**src/design/iptl_pkg.sv**
```systemverilog
// Shared types, codes and helpers for the IPv4 prefix table.
package iptl_pkg;

    localparam int IPTL_ENTRIES_DEF = 64;

    localparam logic [1:0] CMD_ADD    = 2'd0;
    localparam logic [1:0] CMD_DELETE = 2'd1;
    localparam logic [1:0] CMD_CHECK  = 2'd2;

    localparam logic [5:0] LEN_MAX = 6'd32;
    localparam logic signed [6:0] MATCH_NONE = -7'sd1;

    typedef enum logic [2:0] {
        ST_DONE       = 3'd0,
        ST_PRESENT    = 3'd1,
        ST_ABSENT     = 3'd2,
        ST_BAD_LENGTH = 3'd3,
        ST_FULL       = 3'd4
    } t_status;

    typedef struct packed {
        logic        valid;
        logic [31:0] prefix;
        logic [5:0]  len;
    } t_entry;

    // controller -> datapath
    typedef struct packed {
        logic clear;
        logic load;
        logic scan_rd;
        logic commit;
    } t_ctrl_cmd;

    // datapath -> controller
    typedef struct packed {
        logic last_addr;
        logic need_scan;
    } t_dp_stat;

    // Mask keeping the top len bits; all ones for len >= 32.
    function automatic logic [31:0] length_mask(input logic [5:0] len);
        length_mask = ~(32'hFFFF_FFFF >> len);
    endfunction

endpackage

```
**src/design/iptl_ctrl.sv**
```systemverilog
// Sequencer for the prefix table: clear pass, table scan, commit, result strobe.
module iptl_ctrl (
    input  logic              i_clk,
    input  logic              i_rst_n,
    input  logic              start,
    output logic              busy,
    output logic              o_valid,
    output iptl_pkg::t_ctrl_cmd o_cmd,
    input  iptl_pkg::t_dp_stat  i_stat
);
    import iptl_pkg::*;

    typedef enum logic [2:0] {
        S_CLEAR,
        S_IDLE,
        S_SCAN,
        S_DRAIN,
        S_COMMIT
    } t_state;

    t_state r_state, n_state;
    logic   r_valid;

    always_comb begin
        n_state = r_state;
        o_cmd   = '0;
        case (r_state)
            S_CLEAR: begin
                o_cmd.clear = 1'b1;
                if (i_stat.last_addr) begin
                    n_state = S_IDLE;
                end
            end
            S_IDLE: begin
                o_cmd.load = start;
                if (start) begin
                    n_state = i_stat.need_scan ? S_SCAN : S_COMMIT;
                end
            end
            S_SCAN: begin
                o_cmd.scan_rd = 1'b1;
                if (i_stat.last_addr) begin
                    n_state = S_DRAIN;
                end
            end
            S_DRAIN: begin
                n_state = S_COMMIT;
            end
            S_COMMIT: begin
                o_cmd.commit = 1'b1;
                n_state      = S_IDLE;
            end
            default: begin
                n_state = S_CLEAR;
            end
        endcase
    end

    always_ff @(posedge i_clk) begin
        if (!i_rst_n) begin
            r_state <= S_CLEAR;
            r_valid <= 1'b0;
        end else begin
            r_state <= n_state;
            r_valid <= (r_state == S_COMMIT);
        end
    end

    assign busy    = (r_state != S_IDLE);
    assign o_valid = r_valid;

    a_strobe_after_commit: assert property (@(posedge i_clk) disable iff (!i_rst_n)
        r_valid |-> $past(r_state) == S_COMMIT)
        else $error("result strobe without commit");

    a_busy_after_start: assert property (@(posedge i_clk) disable iff (!i_rst_n)
        (start && !busy) |=> busy)
        else $error("accepted word did not make the block busy");

    a_strobe_single: assert property (@(posedge i_clk) disable iff (!i_rst_n)
        r_valid |=> !r_valid)
        else $error("result strobe longer than one cycle");

endmodule

```
**src/design/iptl_dp.sv**
```systemverilog
// Datapath: entry memory, scan counter, match accumulators and result registers.
module iptl_dp #(
    parameter int TABLE_ENTRIES = iptl_pkg::IPTL_ENTRIES_DEF
) (
    input  logic                i_clk,
    input  logic                i_rst_n,
    input  iptl_pkg::t_ctrl_cmd i_cmd,
    output iptl_pkg::t_dp_stat  o_stat,
    input  logic [1:0]          i_command,
    input  logic [31:0]         i_address,
    input  logic [5:0]          i_prefix_length,
    output logic [2:0]          o_status,
    output logic signed [6:0]   o_match_length
);
    import iptl_pkg::*;

    localparam int IW = (TABLE_ENTRIES > 1) ? $clog2(TABLE_ENTRIES) : 1;
    localparam logic [IW-1:0] LAST_IDX = IW'(TABLE_ENTRIES - 1);

    t_entry r_mem [TABLE_ENTRIES];

    logic [IW-1:0] r_cnt;
    t_entry        r_rd_data;
    logic          r_rd_vld;

    // latched command word
    logic [1:0]    r_cmd;
    logic [31:0]   r_addr;
    logic [31:0]   r_base;
    logic [5:0]    r_len;
    logic          r_bad;

    // scan accumulators
    logic          r_hit;
    logic [IW-1:0] r_hit_idx;
    logic          r_free;
    logic [IW-1:0] r_free_idx;
    logic          r_best_vld;
    logic [5:0]    r_best_len;
    logic [IW-1:0] r_rd_idx;

    logic [2:0]        r_status;
    logic signed [6:0] r_match;

    logic              wr_en;
    logic [IW-1:0]     wr_addr;
    t_entry            wr_data;
    logic [2:0]        res_status;
    logic signed [6:0] res_match;
    logic              e_same;
    logic              e_cover;
    logic [31:0]       e_mask;
    logic              in_bad;

    assign in_bad = (i_prefix_length > LEN_MAX);
    assign o_stat.last_addr = (r_cnt == LAST_IDX);
    assign o_stat.need_scan = (i_command == CMD_CHECK) ||
                              (((i_command == CMD_ADD) || (i_command == CMD_DELETE)) && !in_bad);

    // per-entry compare on the registered read word
    assign e_mask  = length_mask(r_rd_data.len);
    assign e_same  = r_rd_data.valid && (r_rd_data.prefix == r_base) && (r_rd_data.len == r_len);
    assign e_cover = r_rd_data.valid &&
                     ((r_addr & e_mask) == (r_rd_data.prefix & e_mask));

    // commit decision and table update
    always_comb begin
        wr_en      = 1'b0;
        wr_addr    = r_cnt;
        wr_data    = '0;
        res_status = ST_DONE;
        res_match  = MATCH_NONE;
        if (i_cmd.clear) begin
            wr_en = 1'b1;
        end else if (i_cmd.commit) begin
            case (r_cmd)
                CMD_ADD: begin
                    if (r_bad) begin
                        res_status = ST_BAD_LENGTH;
                    end else if (r_hit) begin
                        res_status = ST_PRESENT;
                    end else if (!r_free) begin
                        res_status = ST_FULL;
                    end else begin
                        wr_en          = 1'b1;
                        wr_addr        = r_free_idx;
                        wr_data.valid  = 1'b1;
                        wr_data.prefix = r_base;
                        wr_data.len    = r_len;
                    end
                end
                CMD_DELETE: begin
                    if (r_bad) begin
                        res_status = ST_BAD_LENGTH;
                    end else if (r_hit) begin
                        wr_en   = 1'b1;
                        wr_addr = r_hit_idx;
                    end else begin
                        res_status = ST_ABSENT;
                    end
                end
                CMD_CHECK: begin
                    if (r_best_vld) begin
                        res_match = signed'({1'b0, r_best_len});
                    end
                end
                default: begin
                    res_status = ST_DONE;
                end
            endcase
        end
    end

    always_ff @(posedge i_clk) begin
        if (wr_en) begin
            r_mem[wr_addr] <= wr_data;
        end
        if (i_cmd.scan_rd) begin
            r_rd_data <= r_mem[r_cnt];
        end
    end

    always_ff @(posedge i_clk) begin
        if (!i_rst_n) begin
            r_cnt      <= '0;
            r_rd_vld   <= 1'b0;
            r_hit      <= 1'b0;
            r_free     <= 1'b0;
            r_best_vld <= 1'b0;
        end else begin
            r_rd_vld <= i_cmd.scan_rd;
            if (i_cmd.load) begin
                r_cnt      <= '0;
                r_hit      <= 1'b0;
                r_free     <= 1'b0;
                r_best_vld <= 1'b0;
            end else begin
                if (i_cmd.clear || i_cmd.scan_rd) begin
                    r_cnt <= (r_cnt == LAST_IDX) ? '0 : r_cnt + 1'b1;
                end
                if (r_rd_vld) begin
                    if (!r_hit && e_same) begin
                        r_hit <= 1'b1;
                    end
                    if (!r_free && !r_rd_data.valid) begin
                        r_free <= 1'b1;
                    end
                    if (e_cover && (!r_best_vld || (r_rd_data.len > r_best_len))) begin
                        r_best_vld <= 1'b1;
                    end
                end
            end
        end
    end

    // payload registers
    always_ff @(posedge i_clk) begin
        r_rd_idx <= r_cnt;
        if (i_cmd.load) begin
            r_cmd  <= i_command;
            r_addr <= i_address;
            r_base <= i_address & length_mask(i_prefix_length);
            r_len  <= i_prefix_length;
            r_bad  <= in_bad;
        end
        if (r_rd_vld && !i_cmd.load) begin
            if (!r_hit && e_same) begin
                r_hit_idx <= r_rd_idx;
            end
            if (!r_free && !r_rd_data.valid) begin
                r_free_idx <= r_rd_idx;
            end
            if (e_cover && (!r_best_vld || (r_rd_data.len > r_best_len))) begin
                r_best_len <= r_rd_data.len;
            end
        end
        if (i_cmd.commit) begin
            r_status <= res_status;
            r_match  <= res_match;
        end
    end

    assign o_status       = r_status;
    assign o_match_length = r_match;

    a_drained_at_commit: assert property (@(posedge i_clk) disable iff (!i_rst_n)
        i_cmd.commit |-> !r_rd_vld)
        else $error("commit while a table read is still in flight");

    a_best_in_range: assert property (@(posedge i_clk) disable iff (!i_rst_n)
        r_best_vld |-> (r_best_len <= LEN_MAX))
        else $error("best match length above 32");

    a_no_write_in_scan: assert property (@(posedge i_clk) disable iff (!i_rst_n)
        wr_en |-> !i_cmd.scan_rd && !r_rd_vld)
        else $error("table write during scan");

endmodule

```
**src/design/ipv4_prefix_table_lpm_unit.sv**
```systemverilog
// Top level of the IPv4 longest-prefix-match table: controller plus datapath.
// Add, delete and check scan the whole table before the result strobe; a bad length
// on add or delete, or the unused command, skips the scan and goes straight to commit.
// A new word is taken only when busy is low again, once the previous word has reached
// commit; the scan reads the single-port entry memory one entry per cycle.
// Reset: a clearing pass over every entry follows reset, busy stays high.
// The result strobe o_valid lasts one cycle; the receiver cannot stall it.
module ipv4_prefix_table_lpm_unit #(
    parameter int TABLE_ENTRIES = iptl_pkg::IPTL_ENTRIES_DEF
) (
    input  logic              i_clk,
    input  logic              i_rst_n,
    input  logic              start,
    output logic              busy,
    input  logic [1:0]        i_command,
    input  logic [31:0]       i_address,
    input  logic [5:0]        i_prefix_length,
    output logic              o_valid,
    output logic [2:0]        o_status,
    output logic signed [6:0] o_match_length
);
    import iptl_pkg::*;

    // Command and status bundles between the sequencer and the datapath.
    t_ctrl_cmd ctrl_cmd;
    t_dp_stat  dp_stat;

    // Sequencer: clear pass after reset, then a scan per accepted check, add or delete with a legal length.
    iptl_ctrl u_ctrl (
        .i_clk   (i_clk),
        .i_rst_n (i_rst_n),
        .start   (start),
        .busy    (busy),
        .o_valid (o_valid),
        .o_cmd   (ctrl_cmd),
        .i_stat  (dp_stat)
    );

    // Datapath: entry memory with valid field, compare logic, accumulators and
    // the registered result fields that line up with o_valid.
    iptl_dp #(
        .TABLE_ENTRIES (TABLE_ENTRIES)
    ) u_dp (
        .i_clk           (i_clk),
        .i_rst_n         (i_rst_n),
        .i_cmd           (ctrl_cmd),
        .o_stat          (dp_stat),
        .i_command       (i_command),
        .i_address       (i_address),
        .i_prefix_length (i_prefix_length),
        .o_status        (o_status),
        .o_match_length  (o_match_length)
    );

endmodule

```
**config.mk**
```make
export PLATFORM = sky130hd
export DESIGN_NAME = ipv4_prefix_table_lpm_unit
export DESIGN_NICKNAME = d
export VERILOG_FILES = /design/src/design/iptl_pkg.sv /design/src/design/iptl_ctrl.sv /design/src/design/iptl_dp.sv /design/src/design/ipv4_prefix_table_lpm_unit.sv
export SDC_FILE = /design/constraint.sdc
export NUM_CORES = 2
export LEC_CHECK = 0
export BUFFER_PORTS_ARGS = -buffer_cell sky130_fd_sc_hd__buf_2
export CELL_PAD_IN_SITES_DETAIL_PLACEMENT = 2
export CELL_PAD_IN_SITES_GLOBAL_PLACEMENT = 2
export CORE_UTILIZATION = 25
export DETAILED_ROUTE_END_ITERATION = 8
export PLACE_DENSITY = 0.5
export RECOVER_POWER = 25
export SLEW_MARGIN = 40
export SYNTH_ARGS = -nofsm -noshare
export SYNTH_HDL_FRONTEND = slang
export SYNTH_SLANG_ARGS = --single-unit
```
**constraint.sdc**
```tcl
create_clock -name i_clk -period 4.2 [get_ports i_clk]
set_input_delay 0.63 -clock i_clk [delete_from_list [all_inputs] [get_ports i_clk]]
set_output_delay 0.63 -clock i_clk [all_outputs]
set_load 0.01 [all_outputs]
```
==> metrics list <==
- Status: finished with violations
* Violated checks: capacitance limit, slew limit
* CTS Buf Count: slightly below 300
* Cell type of the slowest stage on the worst timing path: clkinvlp_2
* Clock Sink Count: about 2,700
* Average instance area after synthesis: about 23 sq um
- Setup violations remaining at the end of the flow were counted as 0.
- At the end of routability-driven placement, the weighted congestion stood at approximately 0.75.
* Clock insertion delay at the later pin of the skew report: ~920 ps
- The number of antenna violations at the first check in global routing came to 19.
* FF-to-FF Start: u_ctrl.r_state[2]$_SDFFE_PN0P_
- In this run, post-CTS hold repair placed 34 buffers.
- Maximum Capacitance Violations: 15
- Counting cells, the worst reg-to-reg path comes to 5.
* Most frequent cells in the layout: 2,636 x edfxtp_1, 732 x mux4_2, 300 x clkbuf_16
* Buffers from clock root to sink, at most: 4
- In this run the post-CTS setup repair buffer count came out at 0.
- Input and output buffers added on the ports amount to 54.
- TritonCTS built the clock tree.
* Share of flip-flops with an asynchronous set or reset after synthesis: 0
- Setup slack on the critical path of the routed design comes to 173 ps.
- The H-tree was split into 5 levels.
- Of all nets on the critical path, the largest fanout is 23.
- Layout cell share with drive strength beyond 1: 0.306
* Cell count after synthesis: 4,400
- Entering global routing, the biggest net connects 103 pins.
- The filler cells instantiated in the layout total between 40,000 and 50,000.
- Following the worst setup path forward leads to its endpoint at u_dp.r_rd_data[35]$_DFFE_PP_.
- The number of global-route vias before repair is ~54,000.
- Detailed Route Iter0 Violations: roughly 4,700
- For this run, the top clock speed supported by timing is 248 MHz.
- Commonest register cell after synthesis: edfxtp_1
* Count of boundary I/O pins: 55
* Crit start category: flop
- The number of nets in the synthesized netlist is roughly 4,500.
- The critical path is of the reg -> reg type.
- Number of synthesis warnings: 0
* Critical path launch point: u_ctrl.r_state[2]$_SDFFE_PN0P_
- DR vias: 49,677
* Total leakage power: ~37 nW
* Final Hold Violating Endpoints: 0
- Syn-to-layout area delta: 19.2%
- In this run the remaining antenna-violating nets after routing total 0.
* Total congestion overflow after global routing: 0
* Root Driver: clkbuf_16
- Dividing total power by cell area gives a power density of between 400 and 500 nW/um^2.
- Detailed placement finished with a half-perimeter wire length of ~190 mm.
- Minimum period implied by the final worst setup slack: ~4000 ps
* Slew of the pin with the lowest slew margin: approximately 2100 ps
- In this run the critical register-to-register path is captured at u_dp.r_rd_data[35]$_DFFE_PP_.
- The number of max-slew violations in the final report is 554.
* Critical path endpoint category: flop
- Number of storage elements in the synthesis netlist: between 2,000 and 3,000
- Total wire length after detailed routing: about 330 mm
- Rows: approximately 230
* Mapped cell area: 102,000 sq um
- After detailed routing, the average wire length per cell comes to approximately 31 microns.
* Horizontal extent of the die: 641 microns
* DRC: 0
* RSZ-0062 raised after global routing: no
- Pre-CTS setup slack: around 350 ps
- The initial utilization of the core area, before any placement, comes to 0.251.
- Final worst path period share: 0.959
- Worst vdd ir: about 0.27 mV
- Leading cell type in the layout, fill and taps excluded: edfxtp_1
- The number of different library cells used by synthesis comes to between 60 and 70.
- Post-CTS repair changed the size of 0 cells.
* Gr usage total: 0.160
- The critical path goes through nor2_1 > clkbuf_1 > nand2_1 > clkinvlp_2 > clkbuf_4.
* Data arrival, critical path: 4500 ps
- Total die area: between 400,000 and 500,000 sq um
* Post-synthesis sequential area ratio: 0.778
* Fin nets: approximately 5,000
- In this run the register-to-register setup slack is 170 ps.
* Min-delay src: start
- Largest incremental delay on the critical path: between 1500 and 2000 ps
* Max-slew headroom: -0.387
- The core region is 407,000 sq um.
- Before antenna repair, the detailed router went through 5 iterations.
- The tightest min-delay check is of the in -> reg type.
- From bottom edge to top edge, the die measures 641 microns.
* Post-synth EDFFs: approximately 2,600
- For the final database, setup skew stands at between 40 and 50 ps.
- After clock tree synthesis, the clock-pin slew on the worst setup and hold paths is about 60 ps.
* Endpoint required time on the critical path: 4670 ps
* Routed via count divided by cell count: around 4.7
* Wire length of the first global-routing pass: roughly 460 mm
* Overall power: 56.4 mW
registers in the layout (all words and copies together), names as in the netlist:
signal / flops
u_ctrl.o_valid: 1
u_ctrl.r_state: 3
u_dp.o_match_length: 7
u_dp.o_status: 3
u_dp.r_addr: 32
u_dp.r_bad: 1
u_dp.r_base: 32
u_dp.r_best_len: 6
u_dp.r_best_vld: 1
u_dp.r_cmd: 2
u_dp.r_cnt: 6
u_dp.r_free: 1
u_dp.r_free_idx: 6
u_dp.r_hit: 1
u_dp.r_hit_idx: 6
u_dp.r_len: 6
u_dp.r_mem: 2496
u_dp.r_rd_data: 39
u_dp.r_rd_idx: 6
u_dp.r_rd_vld: 1
how the worst min path moves through the flow:
stage | endpoint | slack, ps | depth (start not counted)
finish | u_ctrl.r_state[2]$_SDFFE_PN0P_ | 140 | 3
global route | u_ctrl.r_state[2]$_SDFFE_PN0P_ | 100 | 3
global placement | u_dp.r_hit_idx[0]$_DFFE_PP_ | 410 | 0
floorplan | u_dp.r_rd_idx[2]$_DFF_P_ | 330 | 0
detailed placement | u_dp.r_free_idx[0]$_DFFE_PP_ | 420 | 0
CTS | u_dp.r_len[0]$_DFFE_PP_ | 20 | 1
synthesized netlist by cell type, types with 4 or more instances:
master     count  area, sq um
buf_1         16         60.1
and3_1         5         31.3
buf_6         11          124
mux2i_1       54          541
a32oi_1        7         61.3
clkbuf_1     100          375
buf_4         41          308
o22ai_1       34          213
inv_1         18         67.6
a21oi_1       66          330
edfxtp_1    2636        79200
and2_1        48          300
nand3_1        8         40.0
a22o_1         7         61.3
nand4_1       10         62.6
mux4_2       732        16500
nand2b_1       4         25.0
nor4_1        10         62.6
mux2_2         6         67.6
nand2_1       65          244
a22oi_1       19          143
nor3_1        10         50.1
a2bb2oi_1      6         52.6
ha_1           7         87.6
a211oi_1      47          353
xor2_1        50          438
o2bb2ai_1      4         35.0
nor2_1       122          458
a21boi_0      12         90.1
a221o_1        7         70.1
o21a_1        11         82.6
buf_2         56          280
xnor2_1       22          193
o21ai_0       20          100
nor2b_1       56          350
dfxtp_1       20          400
or2_2          4         25.0
routing by layer:
layer	wire, microns	vias up	GRT usage
met1	147000	28311	0.218
met3	15700	334	0.0243
met4	4890	2	0.0263
met2	165000	1201	0.272
met5	11	-	0
li1	-	19829	-
cell type report:
type	instances	area [sq um]	area share
Clock inverter	147	1310	0.0107
Tap cell	5428	6790	0.0557
Multi-Input combinational cell	1500	22000	0.180
Antenna cell	6	15.0	0.000123
Timing Repair Buffer	441	4330	0.0355
Clock buffer	377	7850	0.0644
Sequential cell	2656	79600	0.653
Inverter	19	78.8	0.000647
worst max-delay path, delay by kind of cell (launching register included):
family	cells	cell delay, ps
DFF	1	450
buffers and inverters	3	2810
and+or+nand+nor	2	230
where the power goes:
group,leakage [nW],total [mW],internal [mW],switching [mW]
registers,25.2,29.0,28.9,0.0767
clock network,4.46,25.2,14.4,10.8
logic,7.77,2.22,0.926,1.29
metrics by stage:
step / instances / area (sq um) / hold WS, ps / setup TNS, ps / util
2_1_floorplan: 4400 / 102000 / 326 / -130410 / -
3_3_place_gp: 9996 / 112000 / 408 / 0 / 0.276
3_5_place_dp: 10001 / 113000 / 420 / 0 / 0.277
4_1_cts: 10559 / 122000 / 15.4 / 0 / 0.300
5_1_grt: 10569 / 122000 / 98.6 / 0 / 0.300
6_report: 10574 / 122000 / 144 / 0 / 0.300
logic make-up after synthesis:
logic type | after synthesis | share of synthesized area
AO/OA/AOI/OAI | 270 | 0.0179
XOR/XNOR | 72 | 0.00617
adder cells (fa/ha/maj) | 10 | 0.00115
buffers and inverters | 244 | 0.0121
flip-flops | 2656 | 0.778
multiplexers | 792 | 0.167
AND/OR/NAND/NOR | 356 | 0.0173
(Power assumes the default switching activity.)
